[config.mk]
export PLATFORM = sky130hd
export DESIGN_NAME = dscq_cell
export DESIGN_NICKNAME = d
export VERILOG_FILES = /design/src/deadline_sorted_callout_queue_defines.svh /design/src/dscq_pkg.sv /design/src/dscq_cell.sv
export SDC_FILE = /design/constraint.sdc
export NUM_CORES = 1
export LEC_CHECK = 0
export BUFFER_PORTS_ARGS = -buffer_cell sky130_fd_sc_hd__buf_2
export CAP_MARGIN = 0
export CORE_AREA = 3 3 314 316
export DETAILED_ROUTE_END_ITERATION = 7
export DIE_AREA = 0 0 317 319
export SLEW_MARGIN = 10
export SYNTH_ARGS = -nofsm -noshare
export SYNTH_HDL_FRONTEND = slang
export SYNTH_SLANG_ARGS = --single-unit
[constraint.sdc]
create_clock -name clock -period 7.5 [get_ports clock]
set_input_delay 1.125 -clock clock [delete_from_list [all_inputs] [get_ports clock]]
set_output_delay 1.125 -clock clock [all_outputs]
set_load 0.01 [all_outputs]
[src/deadline_sorted_callout_queue_defines.svh]
`ifndef DEADLINE_SORTED_CALLOUT_QUEUE_DEFINES_SVH
`define DEADLINE_SORTED_CALLOUT_QUEUE_DEFINES_SVH

// Checks clocked on clock and held off while reset is high.
`define DSCQ_CHECK(label, prop, msg) \
   label: assert property (@(posedge clock) disable iff (reset) prop) \
      else $error(msg);

// Condition in one cycle implies the consequent in the next.
`define DSCQ_CHECK_NEXT(label, cond, conseq, msg) \
   label: assert property (@(posedge clock) disable iff (reset) (cond) |=> (conseq)) \
      else $error(msg);

`endif

[src/dscq_pkg.sv]
`default_nettype none

package dscq_pkg;

   localparam int QUEUE_DEPTH_DEF = 16;
   localparam int ID_BITS_DEF     = 8;

   localparam logic [1:0] CMD_START32 = 2'd0;
   localparam logic [1:0] CMD_START64 = 2'd1;
   localparam logic [1:0] CMD_STOP    = 2'd2;
   localparam logic [1:0] CMD_TICK    = 2'd3;

   localparam logic [1:0] STATUS_OK       = 2'd0;
   localparam logic [1:0] STATUS_NOT_INIT = 2'd1;
   localparam logic [1:0] STATUS_DUP      = 2'd2;
   localparam logic [1:0] STATUS_FULL     = 2'd3;

   localparam logic [31:0] WAIT_MAX = 32'hffff_ffff;

   typedef struct packed {
      logic [63:0] deadline;
      logic [63:0] handler;
      logic [63:0] arg;
   } slot_data_type;

   typedef enum logic [2:0] {
      CELL_HOLD,
      CELL_MATCH,
      CELL_COMPARE,
      CELL_INSERT,
      CELL_REMOVE,
      CELL_POP
   } cell_op_type;

   typedef struct packed {
      cell_op_type op;
      logic        occupied;
      logic        tail;
   } cell_ctl_type;

   typedef struct packed {
      logic [1:0]  status;
      logic        removed;
      logic        fired;
      logic [7:0]  entry;
      logic [63:0] handler;
      logic [63:0] arg;
      logic [31:0] next_wait;
      logic        last;
   } rsp_type;

endpackage

`default_nettype wire

[src/dscq_cell.sv]
`default_nettype none

module dscq_cell import dscq_pkg::*; #(
   parameter int ID_BITS = ID_BITS_DEF
) (
   input  logic                clock,
   input  logic                reset,
   input  cell_ctl_type        ctl,
   input  logic [ID_BITS-1:0]  req_id,
   input  slot_data_type       new_data,
   input  logic [ID_BITS-1:0]  left_id,
   input  slot_data_type       left_data,
   input  logic                left_ge,
   input  logic                left_hit,
   input  logic [ID_BITS-1:0]  right_id,
   input  slot_data_type       right_data,
   output logic [ID_BITS-1:0]  slot_id,
   output slot_data_type       slot_data,
   output logic                ge_out,
   output logic                hit_out,
   output logic                slot_match
);

   logic [ID_BITS-1:0] id_ff, id_in;
   slot_data_type      data_ff, data_in;
   logic               ge_ff, ge_in;
   logic               match_ff, match_in;

   always_comb begin
      id_in    = id_ff;
      data_in  = data_ff;
      ge_in    = ge_ff;
      match_in = match_ff;
      unique case (ctl.op)
         CELL_MATCH: begin
            match_in = ctl.occupied && (id_ff == req_id);
         end
         CELL_COMPARE: begin
            ge_in = ctl.occupied &&
                    ($signed(data_ff.deadline) >= $signed(new_data.deadline));
         end
         CELL_INSERT: begin
            // everything from the insert point on moves one cell toward the tail
            if (left_ge) begin
               id_in   = left_id;
               data_in = left_data;
            end else if (ge_ff || ctl.tail) begin
               id_in   = req_id;
               data_in = new_data;
            end
         end
         CELL_REMOVE: begin
            if (left_hit || match_ff) begin
               id_in   = right_id;
               data_in = right_data;
            end
         end
         CELL_POP: begin
            id_in   = right_id;
            data_in = right_data;
         end
         default: begin
         end
      endcase
   end

   always_ff @(posedge clock) begin
      id_ff   <= id_in;
      data_ff <= data_in;
   end

   always_ff @(posedge clock) begin
      if (reset) begin
         ge_ff    <= 1'b0;
         match_ff <= 1'b0;
      end else begin
         ge_ff    <= ge_in;
         match_ff <= match_in;
      end
   end

   assign slot_id    = id_ff;
   assign slot_data  = data_ff;
   assign ge_out     = ge_ff;
   assign hit_out    = left_hit | match_ff;
   assign slot_match = match_ff;

endmodule

`default_nettype wire

Word-level counts from Yosys, hierarchy flattened
Index checks and enable logic that the tools add are counted.
Storage, ports and cells
  bits in registers: 202
  bits of input ports: 609
  output and inout port bits: 203
  word-level logic and storage cells: 30
Operators by class
  $lt $le $gt $ge: 1
  equal/unequal tests: 8
  multiplexer cells: 8
  bitwise operators: 1
  reductions and logical operators: 6
Operators by type and width (number)
  192-bit 2-to-1 mux: 3
  192-bit case mux with 3 select lines: 1
  64-bit >= comparator: 1
  8-bit 2-to-1 mux: 3
  8-bit case mux with 3 select lines: 1
  8-bit equality test: 1
  3-bit by 2-bit equality test with 1-bit output (second input constant): 2
  3-bit equality test (second input constant): 2
  3-bit by 1-bit equality test with 1-bit output (second input constant): 1
  3-bit != test (second input constant): 1
  3-bit AND reduction: 1
  3-bit nonzero test: 1
  1-bit logical AND: 2
  1-bit logical OR: 2
  2-bit != test (second input constant): 1
  1-bit bitwise OR: 1

Logic depth before layout (Yosys ltp)
  word-level depth: 4
  mapped depth: 9
  gate-level depth less buffers: 9

Worst setup path before layout
Ideal clock, no wire load.
  path kind: input to register
  start point: in ctl[4] (netlist bit)
  end point: reg data_ff, in the netlist slot_data[0] (enable)
  setup time: 0.569 ns
  data arrival time: 6.293 ns
  data required time: 6.931 ns
  path slack: 0.638 ns
  stages on the path: 7
  path buffers: 4
  path through: nor2b_1 -> clkbuf_1 -> buf_2 -> clkbuf_1 -> buf_2 -> nand2_1 -> nand2_1
On the way
  word-level cells in the longest chain between the ends: 3
  elaborated cells on any way between the ends: 7
  classes of those cells: eq/ne: 5; reduce/logical: 2
RTL lines
  from (decl): line dscq_cell.sv:8  | input cell_ctl_type ctl,
  3-bit by 2-bit equality test with 1-bit output / 3-bit equality test (equally long branches): line dscq_cell.sv:34  | unique case (ctl.op)
  3-bit != test (no source line) (tied with other cells)
  3-bit AND reduction (no source line) *
  to (signal assigned): line dscq_cell.sv:69  | data_ff <= data_in;
  to (decl): line dscq_cell.sv:25  | slot_data_type data_ff, data_in;
Every way passes the cells marked *; elsewhere a longest branch is shown, timed or not.
A chain may end at the register's enable or synchronous reset.

==> metrics.md <==
| Metric | Value |
|---|---|
| Area grow syn2layout | 53.4% |
| Seq/Total Area, Yosys | 50.9% |
| Layout cells sized above 1 | 44.4% |
| DRC | 0 |
| Worst-skew pair later-pin latency | 0.58 ns |
| Crit path max-delay cell type | buf_4 |
| Relative slew slack | 26.0% |
| Worst r2r src | slot_data[135] |
| Required @ worst endpoint | 7.89 ns |
| GPL Wtd Cong | 0.904 |
| Clk_skew | 0.0193 ns |
| Layout net count | 2588 |
| PwrDens | 197 nW/µm² |
| R2r endpoint | ge_out |
| Largest net degree at the start of global routing | 188 |
| Lkg Pwr | 8.31 nW |
| Top cells by area, synth | edfxtp_1 (51%), mux2i_1 (17%), o21ai_0 (8.8%), nand2_1 (7.1%), ha_1 (6.7%) |
| Crit-path max FO | 187 |
| TritonRoute pass-1 iters | 5 |
| Post-Syn Instances | 1134 |
| Worst Tran Pin Value | 1.11 ns |
| Crit-path max cell delay | 0.77 ns |
| Mapped cell area | 11900 µm² |
| Hold crit path type | reg -> reg |
| Synth warn | 0 |
| First-pass GRT wire length | 91700 µm |
| Final ANT Viol Nets | 0 |
| Core Footprint | 96300 µm² |
| I/O Buffers | 811 |
| Tot GR Track Use | 13.3% |
| Postcts setup bufs | 0 |
| Die width | 317 µm |
| Final core utilization | 18.9% |
| Rows | 114 |
| Synth unique cells | 32 |
| H-tree depth | 1 |
| Vias per cell | 3.68 |
| Peak supply drop | 0.155 mV |
| Num ports | 812 |
| Die height | 319 µm |
| Post-route clock period utilization | 42.1% |
| Outcome | completed |
| Vias in the first global route | 11.7k |
| Worst setup margin | 4.34 ns |
| Hold Startpoint | slot_match |
| Min Clock Period, post-route | 3.16 ns |
| WP data arrival | 3.55 ns |
| Fmax | 317 MHz |
| R2R Setup Slk | 4.85 ns |
| Most frequent cell after synthesis | nand2_1 |
| DP HPWL | 61200 µm |
| Synth Area per Inst | 10.5 µm² |
| Ys async rst share | 0% |
| Dpl cells | 3162 |
| CTS tree | done |
| Crit-path cells | buf_2 -> nor2b_4 -> buf_12 -> buf_4 -> nand2_1 -> o21ai_0 |
| Yosys reg bits | 202 |
| Commonest cells in the synthesized netlist | nand2_1 (224), o21ai_0 (209), edfxtp_1 (200), mux2i_1 (200), inv_1 (67) |
| Max cap viols | 0 |
| WS Path Type | in -> reg |
| TritonCTS Buffers | 27 |
| DR iter-0 viols | 735 |
| Clk sinks | 202 |
| Pins Over Slew Limit | 0 |
| Non-Filler Instances | 3223 |
| Die area | 101000 µm² |
| Hold Path Sink | slot_match |
| WL/cell | 22.2 µm |
| Pwr Total | 0.00360 W |
| FF-to-FF path depth | 8 |
| Crit path max-delay family | buffers and inverters |
| Number of synthesized flops with an enable pin | 200 |
| Post-cts repair resize count | 0 |
| Crit path launch type | input pin |
| Via count | 11.9k |
| Largest area contributor in the netlist | edfxtp_1 |
| Initial Util | 12.3% |
| Gr ovfl total | 0 |
| Worst hold path depth | 2 |
| Buf/Inv on CP | 3 |
| CP Capture Type | register |
| Final Hold Fails | 0 |
| Routed WL | 71600 µm |
| Clk slew on worst S/H paths | 0.06 ns |
| RSZ-0062 raised after global routing | no |
| Post-synth top area share | 50.5% |
| Setup Viol. Count Final | 0 |
| Final setup TNS | 0 ns |
| Root buf cell | clkbuf_16 |
| Initial antenna violation count | 43 |
| Synth Flop Type | edfxtp_1 |
| Hold Buf Count CTS | 0 |
| Clk buf depth | 3 |
| Syn Nets | 1807 |
| Placement Setup Slack | 3.73 ns |
==> metal layers <==
layer	vias to the layer above	GRT usage, %	part of all wire (%)	wire [µm]
met2	631	22.3	47	33400
met4	12	5.29	4.5	3210
met3	133	4.71	11	7560
li1	5673	-	-	-
met1	5403	15.3	38	27300
met5	-	0	0.11	81
==> final cells by class <==
| class | instances | area, µm² |
|---|---|---|
| fillers | 10800 | 78100 |
| flip-flops and latches | 202 | 6050 |
| multi-input cells | 797 | 5320 |
| repair buffers | 820 | 4160 |
| well taps | 1276 | 1600 |
| clock buffers | 34 | 702 |
| inverters | 67 | 251 |
| clock inverters | 13 | 118 |
| diodes | 14 | 35.0 |
==> cells by family after synthesis <==
logic type	after synthesis	synth area share (%)
AND/OR/NAND/NOR	270	9.25
AO/OA/AOI/OAI	255	11.2
flip-flops	202	50.9
multiplexers	200	16.8
buffers and inverters	135	4.52
adder cells (fa/ha/maj)	64	6.74
XOR/XNOR	8	0.589
==> worst reg2reg max path, stage by stage, from the launching register on <==
cell and delay [ns]:
edfxtp_1 0.41, ha_1 0.33, and4_1 0.23, nand2_1 0.08, nor2_1 0.10, a221o_1 0.36, a211oi_2 0.49, o221ai_1 0.22
a221o_1 0.34
==> metrics by stage <==
stage	cell area, µm²	hold WS, ns
after floorplan	11900	0.533
after global placement	17400	0.503
after detailed placement	17400	0.523
after CTS	18200	0.535
after global routing	18200	0.575
final	18200	0.538
==> worst max-delay path by stage <==
stage	slack, ns	to	startpoint	cells past startpoint
2_1_floorplan	0.64	slot_data[0]	ctl[4]	7
3_3_place_gp	3.70	slot_data[86]	ctl[3]	6
3_5_place_dp	3.73	slot_data[86]	ctl[4]	6
4_1_cts	4.38	slot_data[86]	ctl[4]	6
5_1_grt	4.19	slot_data[86]	ctl[4]	6
6_report	4.34	slot_data[86]	ctl[4]	6
==> sequential cells by signal (all words and copies together) (netlist names) <==
register,cells
slot_data,192
slot_id,8
ge_out,1
slot_match,1
==> layout by cell type (no fill, tap or decap), drive strengths merged, types with 2 or more instances in the layout <==
cell | netlist | layout
dfxtp | 2 | 2
a21oi | 28 | 28
clkinv | 0 | 10
nand2 | 224 | 224
a21o | 6 | 6
or2 | 2 | 2
inv | 67 | 67
nor2 | 10 | 10
edfxtp | 200 | 200
a221oi | 2 | 2
clkbuf | 32 | 34
a221o | 2 | 2
nand3 | 5 | 5
diode | 0 | 14
xnor2 | 8 | 8
and4 | 2 | 2
nor4 | 5 | 5
buf | 36 | 820
nor2b | 3 | 3
ha | 64 | 64
bufinv | 0 | 2
nand4 | 14 | 14
o21ai | 211 | 211
mux2i | 200 | 200
nor3 | 3 | 3
==> where the power goes <==
group	internal [W]	switching, W
Sequential	0.00141	0.0000652
Clock	0.000723	0.000535
Combinational	0.000339	0.000527
Note: power is estimated with default switching activity, not from simulation.
